--- src/rtl/fpbcd_pkg.sv ---
// Shared types, constants and helper functions for the hertz / packed BCD converter.
// No dependencies; every other file in rtl/ imports this package.

package fpbcd_pkg;

   // conversion direction
   typedef enum logic {
      CMD_ENCODE = 1'b0,
      CMD_DECODE = 1'b1
   } cmd_type;

   // input word
   typedef struct packed {
      cmd_type     command;
      logic [31:0] freq_hz;
      logic [31:0] bcd_in;
   } req_type;

   // result word
   typedef struct packed {
      logic [31:0] bcd_out;
      logic [30:0] freq_out;
      logic        digits_overflow;
      logic        bad_digit;
   } rsp_type;

   // register stages: input, four working stages, result
   localparam int NUM_STAGES = 6;

   // stage load enables and stage occupancy
   typedef struct packed {
      logic [NUM_STAGES-1:0] load;
      logic [NUM_STAGES-1:0] valid;
   } pipe_ctl_type;

   // encode side result: four base-100 digit pairs, most significant first
   typedef struct packed {
      logic [3:0][6:0] pair;
      logic            overflow;
   } enc_out_type;

   // decode side result
   typedef struct packed {
      logic [30:0] freq;
      logic        bad;
   } dec_out_type;

   // divide by ten: x * RECIP_DIV10 >> 35, exact for any 32-bit x
   localparam logic [31:0] RECIP_DIV10  = 32'hCCCC_CCCD;
   // quotient limits for the eight-digit window
   localparam logic [28:0] DIGIT_LIMIT1 = 29'd100000000;
   localparam logic [28:0] DIGIT_LIMIT2 = 29'd200000000;
   localparam logic [28:0] DIGIT_LIMIT3 = 29'd300000000;
   localparam logic [28:0] DIGIT_LIMIT4 = 29'd400000000;
   // reciprocals for x below 10^8: >> 47 gives x / 10^6, >> 40 gives x / 10^4,
   // >> 32 gives x / 100
   localparam logic [27:0] RECIP_DIV1E6 = 28'd140737489;
   localparam logic [26:0] RECIP_DIV1E4 = 27'd109951163;
   localparam logic [25:0] RECIP_DIV100 = 26'd42949673;

   // two BCD digits of a value below one hundred
   function automatic logic [7:0] bcd_pair(input logic [6:0] v);
      logic [16:0] p;
      logic [3:0]  tens;
      logic [6:0]  ones;
      p    = 17'(v) * 17'd103;
      tens = p[13:10];
      ones = v - 7'(tens) * 7'd10;
      return {tens, ones[3:0]};
   endfunction

endpackage

--- src/rtl/fpbcd_decode.sv ---
// Packed BCD to hertz: weight nibbles by place, combine halves, scale by ten.
// Depends on fpbcd_pkg (pipe_ctl_type, dec_out_type).

module fpbcd_decode (
   input  logic                    clock,
   input  fpbcd_pkg::pipe_ctl_type ctl,
   input  logic [31:0]             bcd_in,
   output fpbcd_pkg::dec_out_type  dec
);
   import fpbcd_pkg::*;

   logic [7:0][3:0] nib;
   logic [14:0] hi_in, lo_in;
   logic        bad_in;
   logic [14:0] hi_ff, lo_ff;
   logic        bad2_ff;
   logic [27:0] sum_ff, sum_in;
   logic        bad3_ff;
   logic [30:0] freq4_ff, freq_in;
   logic        bad4_ff;
   logic [30:0] freq5_ff;
   logic        bad5_ff;

   assign nib = bcd_in;

   // stage 2: four-digit halves and digit check
   always_comb begin
      hi_in = 15'(nib[7]) * 15'd1000 + 15'(nib[6]) * 15'd100
            + 15'(nib[5]) * 15'd10 + 15'(nib[4]);
      lo_in = 15'(nib[3]) * 15'd1000 + 15'(nib[2]) * 15'd100
            + 15'(nib[1]) * 15'd10 + 15'(nib[0]);
      bad_in = 1'b0;
      for (int i = 0; i < 8; i++) begin
         bad_in = bad_in | (nib[i] > 4'd9);
      end
   end

   always_ff @(posedge clock) begin
      if (ctl.load[1]) begin
         hi_ff   <= hi_in;
         lo_ff   <= lo_in;
         bad2_ff <= bad_in;
      end
   end

   // stage 3: join halves
   assign sum_in = 28'(hi_ff) * 28'd10000 + 28'(lo_ff);

   always_ff @(posedge clock) begin
      if (ctl.load[2]) begin
         sum_ff  <= sum_in;
         bad3_ff <= bad2_ff;
      end
   end

   // stage 4: scale to hertz, worst case still fits 31 bits
   assign freq_in = 31'(sum_ff) * 31'd10;

   always_ff @(posedge clock) begin
      if (ctl.load[3]) begin
         freq4_ff <= freq_in;
         bad4_ff  <= bad3_ff;
      end
   end

   // stage 5: align with the encode side
   always_ff @(posedge clock) begin
      if (ctl.load[4]) begin
         freq5_ff <= freq4_ff;
         bad5_ff  <= bad4_ff;
      end
   end

   assign dec.freq = freq5_ff;
   assign dec.bad  = bad5_ff;

endmodule

--- config.mk ---
export PLATFORM = sky130hd
export DESIGN_NAME = fpbcd_decode
export DESIGN_NICKNAME = d
export VERILOG_FILES = /design/src/rtl/fpbcd_pkg.sv /design/src/rtl/fpbcd_decode.sv
export SDC_FILE = /design/constraint.sdc
export NUM_CORES = 1
export LEC_CHECK = 0
export ABC_AREA = 1
export CORE_ASPECT_RATIO = 1.4
export CORE_MARGIN = 3
export CORE_UTILIZATION = 55
export DETAILED_ROUTE_END_ITERATION = 7
export DONT_BUFFER_PORTS = 1
export HOLD_SLACK_MARGIN = 0.05
export PLACE_DENSITY = 0.7
export RECOVER_POWER = 25
export REMOVE_ABC_BUFFERS = 1
export SLEW_MARGIN = 5
export SYNTH_ARGS = -nofsm -noshare
export SYNTH_HDL_FRONTEND = slang
export SYNTH_SLANG_ARGS = --single-unit
--- constraint.sdc ---
create_clock -name clock -period 7.45 [get_ports clock]
set_input_delay 1.8625 -clock clock [delete_from_list [all_inputs] [get_ports clock]]
set_output_delay 1.8625 -clock clock [all_outputs]
set_load 0.02 [all_outputs]
==> results by group <==
Worst hold path
  – Hold Crit Class: register to register
  – Hold path cells: 0

Clocking
  – CTS tree: built
  – # resized after CTS: 0
  – CTS Hold Buffers Added: 0
  – Clock buffer count from CTS: 17
  – H-tree depth: 4
  – Longest Clk Path Bufs: 2
  – Clock sinks: 122
  – Setup bufs post-CTS: 0
  – Clk slew on worst S/H paths: 0.06 ns
  – Clk Latency, worst-skew pair: 0.42 ns
  – Root buffer cell: clkbuf_16

STA
  – Final hold violations: 0
  – Clock skew: 0.00974 ns
  – Final setup viols: 0
  – Slew Limit Headroom: 58.9%
  – Setup_tns: 0 ns
  – RSZ-0062 raised after global routing: false
  – Max Fclk: 179 MHz
  – Worst slew pin tran: 0.611 ns
  – Tcrit/Tclk final: 74.9%
  – Period minus WS final: 5.58 ns
  – Fin. max-slew vios: 0

Worst setup path
  – Cells on worst reg2reg path: 28
  – R2r setup slk: 2.29 ns
  – CP max FO: 5
  – CP endpoint kind: register
  – Required time of the worst setup path: 7.73 ns
  – Critical Path Source Type: primary input
  – CP Class: primary input to register
  – Worst EP arrival: 5.86 ns

GRT
  – Grt met2 use: 39.5%
  – Met1 Use GR: 19.0%
  – First-pass GRT wire length: 38500 um
  – Largest net degree at the start of global routing: 32
  – GR Util All Layers: 19.0%
  – GR Util met3: 2.77%
  – Initial antenna violation count: 0
  – Most Crowded Layer GR: met2
  – GRT overflow: 0
  – Vias in the first global route: 8957

Yosys
  – Syn Area/Cell: 9.22 um^2
  – Cell taking the most area after synthesis: edfxtp_1
  – Most common cell in the netlist: inv_1
  – Main flop type after synthesis: edfxtp_1
  – Seq cells post-synth: 122
  – Synth area leaders: edfxtp_1 (29%), ha_1 (24%), fa_1 (11%), inv_1 (8.8%), nand2_1 (6.6%)
  – Post-synthesis sequential area ratio: 29.5%
  – Post-synth EDFFs: 122
  – Syn. warnings: 0
  – Cells after synthesis: 1348
  – Top cell type's share of synthesized area: 29.5%
  – Unique masters post-synth: 42
  – Mapped Area: 12400 um^2
  – Ys async rst share: 0%
  – Commonest cells post-synth: inv_1 (291), ha_1 (236), nand2_1 (217)

Drt
  – DR vias: 8625
  – DR vias/cell: 5.15
  – Pre-Repair DR Iteration Count: 4
  – Wire per inst: 13.2 um
  – Post-Route WL: 22100 um
  – Iteration-0 DRC Markers: 280
  – Residual DRC: 0
  – Detail Route Antenna Nets: 0

Die
  – Initial Util: 56.4%
  – Rows: 64
  – Die height: 184 um
  – DIE AREA: 24500 um^2
  – Ports: 77
  – Die width: 133 um
  – Area of the core: 22000 um^2

Final layout
  – Fin area: 13300 um^2
  – Inserted Diodes: 0
  – Layout net count: 1714
  – Layout cells sized above 1: 4.72%
  – Core Util, Final: 60.6%
  – Layout area overhead: 7.46%

Outcome
  – Status: finished, final reports clean

Placement
  – Dpl hpwl: 18800 um
  – GP Congestion: 0.899
  – Port bufs: 0
  – DP Area: 12800 um^2

Run
  – MaxCap Viol Count: 0
-- cell type report --
class | count | area [um^2]
fill | 1862 | 8670
clock buffer | 17 | 425
sequential | 122 | 3660
clock inverter | 15 | 145
multi-input combinational | 931 | 7640
tap | 297 | 372
inverter | 293 | 1100
-- critical path: stages --
cell and delay (ns):
fa_1 0.63, inv_1 0.08, fa_1 0.50, inv_1 0.04, ha_1 0.34, a21oi_1 0.15
nand2_1 0.10, xnor2_1 0.14, inv_1 0.06, ha_1 0.29, ha_1 0.30, ha_1 0.36
nand2_1 0.09, nor3_1 0.14, nand2_1 0.07, o211ai_1 0.15, a21oi_1 0.14, or2_2 0.29
a21oi_1 0.14
-- final timing paths --
kind | from | endpoint
max | bcd_in[29] | hi_ff[14]
max reg2reg | hi_ff[3] | sum_ff[27]
min | bad3_ff | bad4_ff
min reg2reg | bad3_ff | bad4_ff
-- cell usage in the layout, fill, tap and decap left out, types with 2 or more instances in the layout --
cell type / instances
a31o_2: 3
inv_6: 6
nand4_1: 11
o21a_1: 4
nor4_1: 4
clkinvlp_4: 3
nand2_1: 217
xnor2_1: 38
nor2_2: 5
o211ai_1: 3
and2_1: 4
inv_2: 2
inv_1: 291
nand3_2: 2
edfxtp_1: 122
nor2_1: 60
clkbuf_16: 17
nor2_4: 3
xor2_1: 50
nand2_2: 13
inv_8: 4
a31oi_1: 8
nand3_1: 43
o21ai_0: 33
nor3_1: 12
or2_2: 2
a21o_1: 9
fa_1: 68
o31ai_1: 3
a21oi_1: 79
o21bai_1: 8
ha_1: 236
-- registers in the layout, indices dropped and copies added, names as in the netlist --
name and flops:
bad4_ff 1, lo_ff 15, bad3_ff 1, bad2_ff 1, freq5_ff 30, freq4_ff 30
sum_ff 28, bad5_ff 1, hi_ff 15
-- layer usage --
layer | wire length, um | vias to the layer above
met5 | 0 | -
li1 | - | 4439
met3 | 498 | 27
met2 | 12700 | 115
met4 | 397 | 0
met1 | 8520 | 4044
-- per-stage QoR --
stage,setup WS (ns),hold slack [ns],instances
floorplan,1.72,0.400,1346
detailed placement,1.45,0.405,1643
finish,1.87,0.413,1675
global placement,1.49,0.401,1643
global route,1.61,0.420,1675
CTS,1.87,0.413,1675
-- logic make-up (layout without fill, tap and decap cells) --
| logic type | Yosys count | in the layout | share of synthesized area (%) |
|---|---|---|---|
| simple gates | 382 | 382 | 13.4 |
| flops | 122 | 122 | 29.5 |
| other cells | 1 | 1 | 0.0302 |
| fa+ha+maj | 304 | 304 | 34.7 |
| xor+xnor | 89 | 89 | 6.34 |
| compound gates | 155 | 155 | 7.07 |
| buf+inv | 295 | 325 | 8.97 |
Power is not shown: default switching activity piles up to over one toggle a cycle in this logic, so the estimate is an artifact.
