### config.mk
export PLATFORM = sky130hd
export DESIGN_NAME = fpbcd_ctrl
export DESIGN_NICKNAME = d
export VERILOG_FILES = /design/src/rtl/fpbcd_pkg.sv /design/src/rtl/fpbcd_ctrl.sv
export SDC_FILE = /design/constraint.sdc
export NUM_CORES = 1
export LEC_CHECK = 0
export ABC_AREA = 1
export BUFFER_PORTS_ARGS = -buffer_cell sky130_fd_sc_hd__buf_2
export CAP_MARGIN = 15
export CORE_AREA = 2 2 39 41
export CTS_CLUSTER_SIZE = 16
export DETAILED_ROUTE_END_ITERATION = 12
export DIE_AREA = 0 0 41 43
export GPL_ROUTABILITY_DRIVEN = 0
export PLACE_DENSITY_LB_ADDON = 0.12
export SYNTH_ARGS = -nofsm -noshare
export SYNTH_HDL_FRONTEND = slang
export SYNTH_SLANG_ARGS = --single-unit
### constraint.sdc
create_clock -name clock -period 1.1 [get_ports clock]
set_clock_uncertainty 0.05 [all_clocks]
set_input_delay 0.11 -clock clock [delete_from_list [all_inputs] [get_ports clock]]
set_output_delay 0.11 -clock clock [all_outputs]
set_load 0.05 [all_outputs]
### src/rtl/fpbcd_pkg.sv
// Shared types, constants and helper functions for the hertz / packed BCD converter.
// No dependencies; every other file in rtl/ imports this package.

package fpbcd_pkg;

   // conversion direction
   typedef enum logic {
      CMD_ENCODE = 1'b0,
      CMD_DECODE = 1'b1
   } cmd_type;

   // input word
   typedef struct packed {
      cmd_type     command;
      logic [31:0] freq_hz;
      logic [31:0] bcd_in;
   } req_type;

   // result word
   typedef struct packed {
      logic [31:0] bcd_out;
      logic [30:0] freq_out;
      logic        digits_overflow;
      logic        bad_digit;
   } rsp_type;

   // register stages: input, four working stages, result
   localparam int NUM_STAGES = 6;

   // stage load enables and stage occupancy
   typedef struct packed {
      logic [NUM_STAGES-1:0] load;
      logic [NUM_STAGES-1:0] valid;
   } pipe_ctl_type;

   // encode side result: four base-100 digit pairs, most significant first
   typedef struct packed {
      logic [3:0][6:0] pair;
      logic            overflow;
   } enc_out_type;

   // decode side result
   typedef struct packed {
      logic [30:0] freq;
      logic        bad;
   } dec_out_type;

   // divide by ten: x * RECIP_DIV10 >> 35, exact for any 32-bit x
   localparam logic [31:0] RECIP_DIV10  = 32'hCCCC_CCCD;
   // quotient limits for the eight-digit window
   localparam logic [28:0] DIGIT_LIMIT1 = 29'd100000000;
   localparam logic [28:0] DIGIT_LIMIT2 = 29'd200000000;
   localparam logic [28:0] DIGIT_LIMIT3 = 29'd300000000;
   localparam logic [28:0] DIGIT_LIMIT4 = 29'd400000000;
   // reciprocals for x below 10^8: >> 47 gives x / 10^6, >> 40 gives x / 10^4,
   // >> 32 gives x / 100
   localparam logic [27:0] RECIP_DIV1E6 = 28'd140737489;
   localparam logic [26:0] RECIP_DIV1E4 = 27'd109951163;
   localparam logic [25:0] RECIP_DIV100 = 26'd42949673;

   // two BCD digits of a value below one hundred
   function automatic logic [7:0] bcd_pair(input logic [6:0] v);
      logic [16:0] p;
      logic [3:0]  tens;
      logic [6:0]  ones;
      p    = 17'(v) * 17'd103;
      tens = p[13:10];
      ones = v - 7'(tens) * 7'd10;
      return {tens, ones[3:0]};
   endfunction

endpackage

### src/rtl/fpbcd_ctrl.sv
// Stage occupancy and load enables for the converter pipeline.
// Depends on fpbcd_pkg (pipe_ctl_type, NUM_STAGES).

module fpbcd_ctrl (
   input  logic                   clock,
   input  logic                   reset,
   input  logic                   req_valid,
   input  logic                   rsp_ready,
   output fpbcd_pkg::pipe_ctl_type ctl
);
   import fpbcd_pkg::*;

   logic [NUM_STAGES-1:0] valid_ff;
   logic [NUM_STAGES-1:0] valid_in;
   logic [NUM_STAGES-1:0] load;

   // a stage loads when empty or when the stage after it moves on
   always_comb begin
      load[NUM_STAGES-1] = !valid_ff[NUM_STAGES-1] || rsp_ready;
      for (int i = NUM_STAGES - 2; i >= 0; i--) begin
         load[i] = !valid_ff[i] || load[i+1];
      end
   end

   // occupancy moves along with the data
   always_comb begin
      valid_in[0] = load[0] ? req_valid : valid_ff[0];
      for (int i = 1; i < NUM_STAGES; i++) begin
         valid_in[i] = load[i] ? valid_ff[i-1] : valid_ff[i];
      end
   end

   always_ff @(posedge clock) begin
      if (reset) begin
         valid_ff <= '0;
      end else begin
         valid_ff <= valid_in;
      end
   end

   assign ctl.load  = load;
   assign ctl.valid = valid_ff;

endmodule

==> impl_metrics.py, run 1 <==
metrics = {
    "status": {
        "outcome": "finished, violations left",
        "failed_checks": "setup timing",
    },
    "finish": {
        "finish.net_count": 54,
        "final_util_pct": 35.1,
        "n_antenna_cell": 0,
        "largest_registers": "valid_ff x6",
        "area_growth_pct": 93.0,
        "layout.filler_cells": 157,
        "drive_gt1_share_pct": 73.5,
        "largest-register": "valid_ff",
        "layout.cells.non_filler": 65,
        "largest_reg_flops": 6,
    },
    "floorplan": {
        "dieWidth_um": 41,
        "rows": 14,
        "die_y_um": 43,
        "coreArea_mm2": 0.00138,
        "design.die.area_mm2": 0.00176,
        "floorplan.io_pins": 16,
        "floorplan.initialDensity_pct": 18.2,
    },
    "logic_synthesis": {
        "synthesis.nets": 30,
        "postSynthRegisterBits": 6,
        "ys_types": 10,
        "ys_seq_area_share_pct": 47.8,
        "synth_cells": 26,
        "ys.warnings.count": 0,
        "synth_top_area_cell": "sky130_fd_sc_hd__dfxtp_1",
        "postSynthAreaPerCell_um2": 9.67,
        "yosys-top-cells-area": "sky130_fd_sc_hd__dfxtp_1, sky130_fd_sc_hd__a21oi_1, sky130_fd_sc_hd__inv_1",
        "synth_top_cell_area_share_pct": 47.8,
        "syn_area_um2": 251,
    },
    "timing": {
        "final-max-slew-violation-count": 0,
        "achievable-frequency_mhz": 778,
        "timing.setup.tns_ps": -759,
        "final_critical_path_required_period_ps": 1290,
        "final.setup.worst_slack_ps": -185,
        "layout_worst_path_cycle_share_pct": 117,
        "number_of_setup_violations_in_the_final_report": 5,
        "tightest_slew_ps": 248,
        "finalHoldViolations": 0,
        "slew_hr_pct": 83.6,
        "rsz0062_at_grt": "true",
    },
    "clock_network": {
        "cts_tree": "done",
        "clkSlewWorstSetupHoldPaths_ps": 50,
        "worstSkewPairLatency_ps": 240,
        "cts_max_path_buffers": 2,
        "htree_levels": 1,
        "cts_buffers": 3,
        "clockRootBuffer": "sky130_fd_sc_hd__clkbuf_4",
        "tritoncts_sink_count": 6,
    },
    "detailed_routing": {
        "route.detailed.drc": 0,
        "first_iter_violations": 1,
        "detail_route.first_pass.iterations": 3,
        "final_antenna_net_count": 0,
        "via_per_inst": 3.92,
        "num_vias": 255,
        "routedWlPerCell_um": 9.85,
        "drt_wl_total_um": 640,
    },
    "pwr": {
        "worst_supply_voltage_drop_on_vdd_mv": 0.449,
        "pwr_density_cell_mw_per_mm2": 1030,
        "p_leak_nw": 0.237,
    },
    "critical_path": {
        "crit_path_start_kind": "register",
        "crit_arrival_ps": 1130,
        "end_kind": "output pin",
        "worst-endpoint-required_ps": 940,
        "maximum_fanout_count_along_the_critical_path": 4,
        "setup.worst_path.class": "register to output pin",
    },
    "job": {
        "timing.max_cap.violations": 0,
    },
    "place": {
        "portBuffers": 15,
        "dp.cells": 57,
        "detailed_placement_hpwl_um": 482,
    },
    "global_routing": {
        "grt_start_max_net_pins": 7,
        "grt_pass1_wl_um": 876,
        "antenna_violations_before_repair": 0,
        "vias_in_the_first_global_route": 255,
        "grt.total_usage_pct": 8.14,
        "overflow": 0,
    },
    "hold_path": {
        "hold_path.class": "input pin to register",
    },
}
## layout make-up
cell class | count | area, um2 | area share (%)
Inverter | 8 | 30.0 | 6.19
Multi-Input combinational cell | 12 | 124 | 25.5
Sequential cell | 6 | 131 | 27.1
Timing Repair Buffer | 19 | 154 | 31.7
Clock buffer | 4 | 26.3 | 5.41
Tap cell | 16 | 20.0 | 4.12
## cell usage in the layout (no fill, tap or decap)
master,instances
sky130_fd_sc_hd__a21oi_1,4
sky130_fd_sc_hd__a21oi_2,2
sky130_fd_sc_hd__buf_2,6
sky130_fd_sc_hd__buf_4,7
sky130_fd_sc_hd__buf_6,5
sky130_fd_sc_hd__buf_8,1
sky130_fd_sc_hd__clkbuf_1,1
sky130_fd_sc_hd__clkbuf_4,3
sky130_fd_sc_hd__dfxtp_1,1
sky130_fd_sc_hd__dfxtp_2,3
sky130_fd_sc_hd__dfxtp_4,2
sky130_fd_sc_hd__inv_1,6
sky130_fd_sc_hd__inv_2,2
sky130_fd_sc_hd__nand2_1,1
sky130_fd_sc_hd__nand2_2,1
sky130_fd_sc_hd__nand3_4,2
sky130_fd_sc_hd__nand4_4,1
sky130_fd_sc_hd__nor2_8,1
## repair_timing
item | in CTS | in global routing
hold buffers | 0 | 0
endpoints found under the setup margin | 9 | 7
resized for setup | 16 | 2
pin swaps | 0 | 0
setup buffers | 3 | 1
## stage by stage
step                hold slack, ps  cell area (um2)  power, mW  worst slack [ps]
CTS                           53.5              470      0.509              -205
global placement               309              375      0.277              17.8
finish                        65.4              485      0.498              -185
global route                  51.4              485      0.533              -250
detailed placement             318              375      0.278              1.31
floorplan                      119              280      0.262              -302
## per-layer routing
metal	track usage, %	vias up	share of wire [%]
met4	8.00	0	0.78
met2	13.1	13	51
li1	-	126	-
met5	0	-	0
met1	6.77	114	39
met3	3.14	2	9.4
## worst max-delay path: stages, from the launching register on
cell and delay (ps):
sky130_fd_sc_hd__dfxtp_4 350, sky130_fd_sc_hd__nand3_4 100, sky130_fd_sc_hd__nor2_8 150, sky130_fd_sc_hd__nand4_4 110
sky130_fd_sc_hd__buf_6 170
## synth_stat cells
library cell	instances
sky130_fd_sc_hd__nand4_2	1
sky130_fd_sc_hd__nor2_8	1
sky130_fd_sc_hd__dfxtp_1	6
sky130_fd_sc_hd__a21oi_1	5
sky130_fd_sc_hd__nand3_2	1
sky130_fd_sc_hd__nand3_4	1
sky130_fd_sc_hd__inv_1	6
sky130_fd_sc_hd__nand2_1	2
sky130_fd_sc_hd__inv_2	2
sky130_fd_sc_hd__a21oi_2	1
## path summary, 6_finish.rpt
kind,cells past startpoint,endpoint,slack (ps),startpoint
worst min-delay path,3,valid_ff[0],70,req_valid
worst max register to register,5,valid_ff[1],60,valid_ff[4]
worst min register to register,2,valid_ff[2],460,valid_ff[1]
worst max-delay path,4,ctl[6],-190,valid_ff[4]
## kinds of logic (layout without fill, tap and decap cells)
logic type,count (synthesis),after routing,share of synthesized area (%)
compound gates,6,6,13.4
buf+inv,8,31,11.9
flops,6,6,47.8
simple gates,6,6,26.9
## power by group
group          internal (mW)  switching, mW
Combinational         0.0145         0.0353
Sequential             0.220        0.00872
Clock                  0.138         0.0821
Note: power is estimated with default switching activity, not from simulation.
==> run 2: changes to the inputs <==
Settings changed: ABC_AREA 1 to unset.
==> impl_metrics.py, run 2 <==
metrics = {
    "finish": {
        "area_growth_pct": 128,
        "most-common-layout-cells": "sky130_fd_sc_hd__clkbuf_4, sky130_fd_sc_hd__buf_6, sky130_fd_sc_hd__inv_1, sky130_fd_sc_hd__buf_2",
        "finish.net_count": 55,
        "largest_reg_flops": 6,
        "n_antenna_cell": 0,
        "drive_gt1_share_pct": 74.0,
        "largest-register": "valid_ff",
        "largest_registers": "valid_ff x6",
        "final_util_pct": 37.3,
        "layout.filler_cells": 140,
    },
    "detailed_routing": {
        "routed-wl-met3_um": 60,
        "met1Wirelength_um": 252,
        "via_per_inst": 3.83,
        "maxUsedRoutingLayer": "met3",
        "dr_wl_met2_um": 288,
        "route.detailed.drc": 0,
        "final_antenna_net_count": 0,
        "num_vias": 253,
        "detail_route.first_pass.iterations": 2,
        "drt_wl_total_um": 601,
        "first_iter_violations": 2,
        "routedWlPerCell_um": 9.11,
    },
    "timing": {
        "final_critical_path_required_period_ps": 1360,
        "number_of_setup_violations_in_the_final_report": 8,
        "achievable-frequency_mhz": 735,
        "rsz0062_at_grt": "true",
        "final.setup.worst_slack_ps": -261,
        "slew_hr_pct": 83.3,
        "final-max-slew-violation-count": 0,
        "tightest_slew_ps": 252,
        "layout_worst_path_cycle_share_pct": 124,
        "timing.hold.ws_ps": 49.2,
        "finalHoldViolations": 0,
    },
    "logic_synthesis": {
        "synth_cells": 26,
        "ys_top_cells_by_count": "sky130_fd_sc_hd__dfxtp_1, sky130_fd_sc_hd__a21oi_1, sky130_fd_sc_hd__inv_1",
        "synth_top_area_cell": "sky130_fd_sc_hd__dfxtp_1",
        "yosys-top-cells-area": "sky130_fd_sc_hd__dfxtp_1, sky130_fd_sc_hd__a21oi_1, sky130_fd_sc_hd__inv_1",
        "synthesis.nets": 30,
        "async_flop_share_pct": 0,
        "count_of_flip_flops_with_a_built_in_enable_after_synthesis": 0,
        "synth_flop_cell": "sky130_fd_sc_hd__dfxtp_1",
        "postSynthAreaPerCell_um2": 8.71,
        "yosysMostFrequentCell": "sky130_fd_sc_hd__dfxtp_1",
        "ys_seq_area_share_pct": 53.0,
        "syn_area_um2": 226,
        "synth_top_cell_area_share_pct": 53.0,
        "ys_types": 11,
        "postSynthRegisterBits": 6,
        "ys.warnings.count": 0,
    },
    "pwr": {
        "worst_supply_voltage_drop_on_vdd_mv": 0.454,
        "p_leak_nw": 0.231,
        "pwr_density_cell_mw_per_mm2": 959,
    },
    "status": {
        "outcome": "finished, violations left",
        "failed_checks": "setup timing",
    },
    "clock_network": {
        "worstSkewPairLatency_ps": 240,
        "htree_levels": 1,
        "clkSlewWorstSetupHoldPaths_ps": 50,
        "tritoncts_sink_count": 6,
        "clockRootBuffer": "sky130_fd_sc_hd__clkbuf_4",
        "cts_buffers": 3,
        "cts_max_path_buffers": 2,
        "cts_tree": "done",
    },
    "floorplan": {
        "dieWidth_um": 41,
        "die_y_um": 43,
        "floorplan.initialDensity_pct": 16.4,
        "coreArea_mm2": 0.00138,
        "floorplan.io_pins": 16,
        "rows": 14,
        "design.die.area_mm2": 0.00176,
    },
    "critical_path": {
        "crit_arrival_ps": 1200,
        "maximum_fanout_count_along_the_critical_path": 5,
        "worst-endpoint-required_ps": 940,
        "crit_path_start_kind": "register",
        "reg2reg_setup_slack_ps": -110,
        "rr_worst_depth": 5,
        "setup.worst_path.class": "register to output pin",
        "end_kind": "output pin",
    },
    "place": {
        "place_worst_setup_slack_ps": -141,
        "portBuffers": 15,
    },
    "global_routing": {
        "antenna_violations_before_repair": 0,
        "grt_start_max_net_pins": 7,
        "grt.total_usage_pct": 7.55,
        "vias_in_the_first_global_route": 225,
        "grt_pass1_wl_um": 834,
        "overflow": 0,
    },
    "hold_path": {
        "timing.hold.worst_path_depth": 2,
        "hold_path.class": "input pin to register",
    },
    "job": {
        "timing.max_cap.violations": 0,
    },
}
==> run 2: cells by family (layout without fill, tap and decap cells) <==
| family | Yosys count | count (layout) | synth area share (%) |
|---|---|---|---|
| simple gates | 9 | 9 | 24.3 |
| flops | 6 | 6 | 53.0 |
| buf+inv | 6 | 30 | 11.6 |
| compound gates | 5 | 5 | 11.0 |
==> run 2: area by class of cell <==
cell class,instances,area (um2),share of cell area [%]
tap,16,20.0,3.88
sequential,6,134,26.0
multi-input combinational,14,120,23.3
clock buffer,4,26.3,5.10
timing repair buffer,21,196,38.1
inverter,5,18.8,3.64
==> run 2: report_power, final <==
| group | internal [mW] | switching, mW |
|---|---|---|
| clock | 0.138 | 0.0811 |
| sequential | 0.218 | 0.00881 |
| combinational | 0.0172 | 0.0318 |
| total | 0.373 | 0.122 |
==> run 2: path summary, 6_finish.rpt <==
check	from	to
worst max-delay path	valid_ff[5]	ctl[6]
worst min-delay path	reset	valid_ff[1]
worst max register to register	valid_ff[5]	valid_ff[2]
worst min register to register	valid_ff[0]	valid_ff[1]
==> run 2: worst max-delay path, stage by stage (launching register included) <==
cell	delay (ps)
sky130_fd_sc_hd__dfxtp_4	340
sky130_fd_sc_hd__and4b_2	330
sky130_fd_sc_hd__nand4_4	120
sky130_fd_sc_hd__buf_8	170
==> run 2: repair_timing <==
item | CTS | global route
setup buffers | 2 | 2
gates cloned | 0 | 0
endpoints found under the setup margin | 7 | 13
hold buffers | 0 | 0
pin swaps | 3 | 2
gates resized for setup | 19 | 11
==> run 2: stage by stage <==
step | TNS [ps] | power [mW] | area, um2 | std cells
final | -1290 | 0.494 | 515 | 66
after global placement | -381 | 0.274 | 369 | 58
after CTS | -1170 | 0.500 | 468 | 64
after floorplan | -959 | 0.257 | 270 | 26
after global routing | -1660 | 0.521 | 515 | 66
after detailed placement | -435 | 0.273 | 369 | 58
==> run 2: routing by layer <==
layer	vias up	GRT usage (%)
li1	132	-
met1	108	8.77
met2	13	9.38
met3	0	3.14
met4	0	8.00
met5	-	0
==> run 3: changes to the inputs <==
Settings changed: SKIP_LAST_GASP set to 1.
==> impl_metrics.py, run 3 (synthesis results as in run 2) <==
metrics = {
    "detailed_routing": {
        "first_iter_violations": 2,
        "final_antenna_net_count": 0,
        "detail_route.first_pass.iterations": 2,
        "drt_wl_total_um": 606,
        "route.detailed.drc": 0,
        "num_vias": 254,
        "routedWlPerCell_um": 9.18,
        "via_per_inst": 3.85,
    },
    "finish": {
        "largest_registers": "valid_ff x6",
        "n_antenna_cell": 0,
        "finish.net_count": 55,
        "mostFrequentLayoutCell": "sky130_fd_sc_hd__buf_6",
        "most-common-layout-cells": "sky130_fd_sc_hd__buf_6, sky130_fd_sc_hd__clkbuf_4, sky130_fd_sc_hd__buf_2",
        "area_growth_pct": 127,
        "drive_gt1_share_pct": 74.0,
        "final_util_pct": 37.1,
        "fin_area_um2": 513,
        "layout.cells.non_filler": 66,
        "largest_reg_flops": 6,
        "largest-register": "valid_ff",
    },
    "critical_path": {
        "critPathTopFamily": "simple AND/OR/NAND/NOR gates",
        "end_kind": "output pin",
        "crit_arrival_ps": 1200,
        "worst-endpoint-required_ps": 940,
        "maximum_fanout_count_along_the_critical_path": 5,
        "r2r-start": "valid_ff[5]",
        "crit_path_start_kind": "register",
        "setup.worst_path.class": "register to output pin",
        "critical_path.cell_chain": "and4b_2 > nand4_4 > buf_8",
        "slowest_stage": "sky130_fd_sc_hd__dfxtp_4",
        "crit_buf_inv": 1,
        "max_stage_delay_ps": 340,
        "crit_start": "valid_ff[5]",
    },
    "global_routing": {
        "grt.total_usage_pct": 7.55,
        "overflow": 0,
        "vias_in_the_first_global_route": 225,
        "grt_start_max_net_pins": 7,
        "grt_pass1_wl_um": 834,
        "antenna_violations_before_repair": 0,
    },
    "timing": {
        "tightest_slew_ps": 252,
        "finalHoldViolations": 0,
        "rsz0062_at_grt": "true",
        "layout_worst_path_cycle_share_pct": 124,
        "achievable-frequency_mhz": 735,
        "timing.setup.tns_ps": -1300,
        "final.setup.worst_slack_ps": -261,
        "slew_hr_pct": 83.3,
        "number_of_setup_violations_in_the_final_report": 8,
        "final-max-slew-violation-count": 0,
        "timing.hold.ws_ps": 49.0,
        "final_critical_path_required_period_ps": 1360,
    },
    "clock_network": {
        "cts_buffers": 3,
        "htree_levels": 1,
        "cts_max_path_buffers": 2,
        "worstSkewPairLatency_ps": 240,
        "postCtsHoldBufs": 0,
        "cts_tree": "done",
        "tritoncts_sink_count": 6,
        "clkSlewWorstSetupHoldPaths_ps": 50,
        "clockRootBuffer": "sky130_fd_sc_hd__clkbuf_4",
    },
    "hold_path": {
        "min_from": "reset",
        "hold_path.class": "input pin to register",
    },
    "pwr": {
        "power_switching_mw": 0.122,
        "power_frac_comb_pct": 9.9,
        "pwr_density_cell_mw_per_mm2": 964,
        "p_seq_share_pct": 45.9,
        "p_sw_share_pct": 24.7,
        "design_power_total_mw": 0.494,
        "clock_power_share_pct": 44.2,
        "p_leak_nw": 0.232,
        "worst_supply_voltage_drop_on_vdd_mv": 0.454,
        "internal_power_mw": 0.372,
    },
    "place": {
        "place_worst_setup_slack_ps": -141,
        "portBuffers": 15,
        "dp.cells": 58,
        "placement.cell_area_um2": 369,
    },
    "floorplan": {
        "dieWidth_um": 41,
        "rows": 14,
        "design.die.area_mm2": 0.00176,
        "coreArea_mm2": 0.00138,
        "floorplan.initialDensity_pct": 16.4,
        "floorplan.io_pins": 16,
        "die_y_um": 43,
    },
    "status": {
        "outcome": "finished, violations left",
        "failed_checks": "setup timing",
    },
    "job": {
        "timing.max_cap.violations": 0,
    },
}
## run 3: what timing repair did
action	4_1_cts	5_1_grt
resized for setup	17	12
setup endpoints to repair	7	13
buffers inserted	2	3
pin swaps	3	3
## run 3: path summary, 6_finish.rpt
kind	to	slack (ps)	cells after the start
worst min-delay path	valid_ff[1]	50	2
worst min register to register	valid_ff[1]	460	2
worst max register to register	valid_ff[2]	-110	5
worst max-delay path	ctl[6]	-260	3
## run 3: cell type report
cell class | count | area [um2]
fillers | 140 | 871
repair buffers | 21 | 194
flip-flops and latches | 6 | 134
multi-input cells | 14 | 120
clock buffers | 4 | 26.3
well taps | 16 | 20.0
inverters | 5 | 18.8
## run 3: power by group through the flow
stage                     clock [mW]  combinational (mW)  sequential (mW)
final                          0.219              0.0489            0.227
after global routing           0.242              0.0521            0.228
after CTS                      0.228              0.0443            0.226
after detailed placement           0              0.0434            0.230
after global placement             0              0.0441            0.230
after floorplan                    0             0.00749            0.250
## run 3: routing by layer
metal | GRT usage (%) | wire [um]
met4 | 8.00 | 0
met3 | 3.14 | 61
met5 | 0 | 0
met2 | 9.38 | 287
met1 | 8.77 | 256
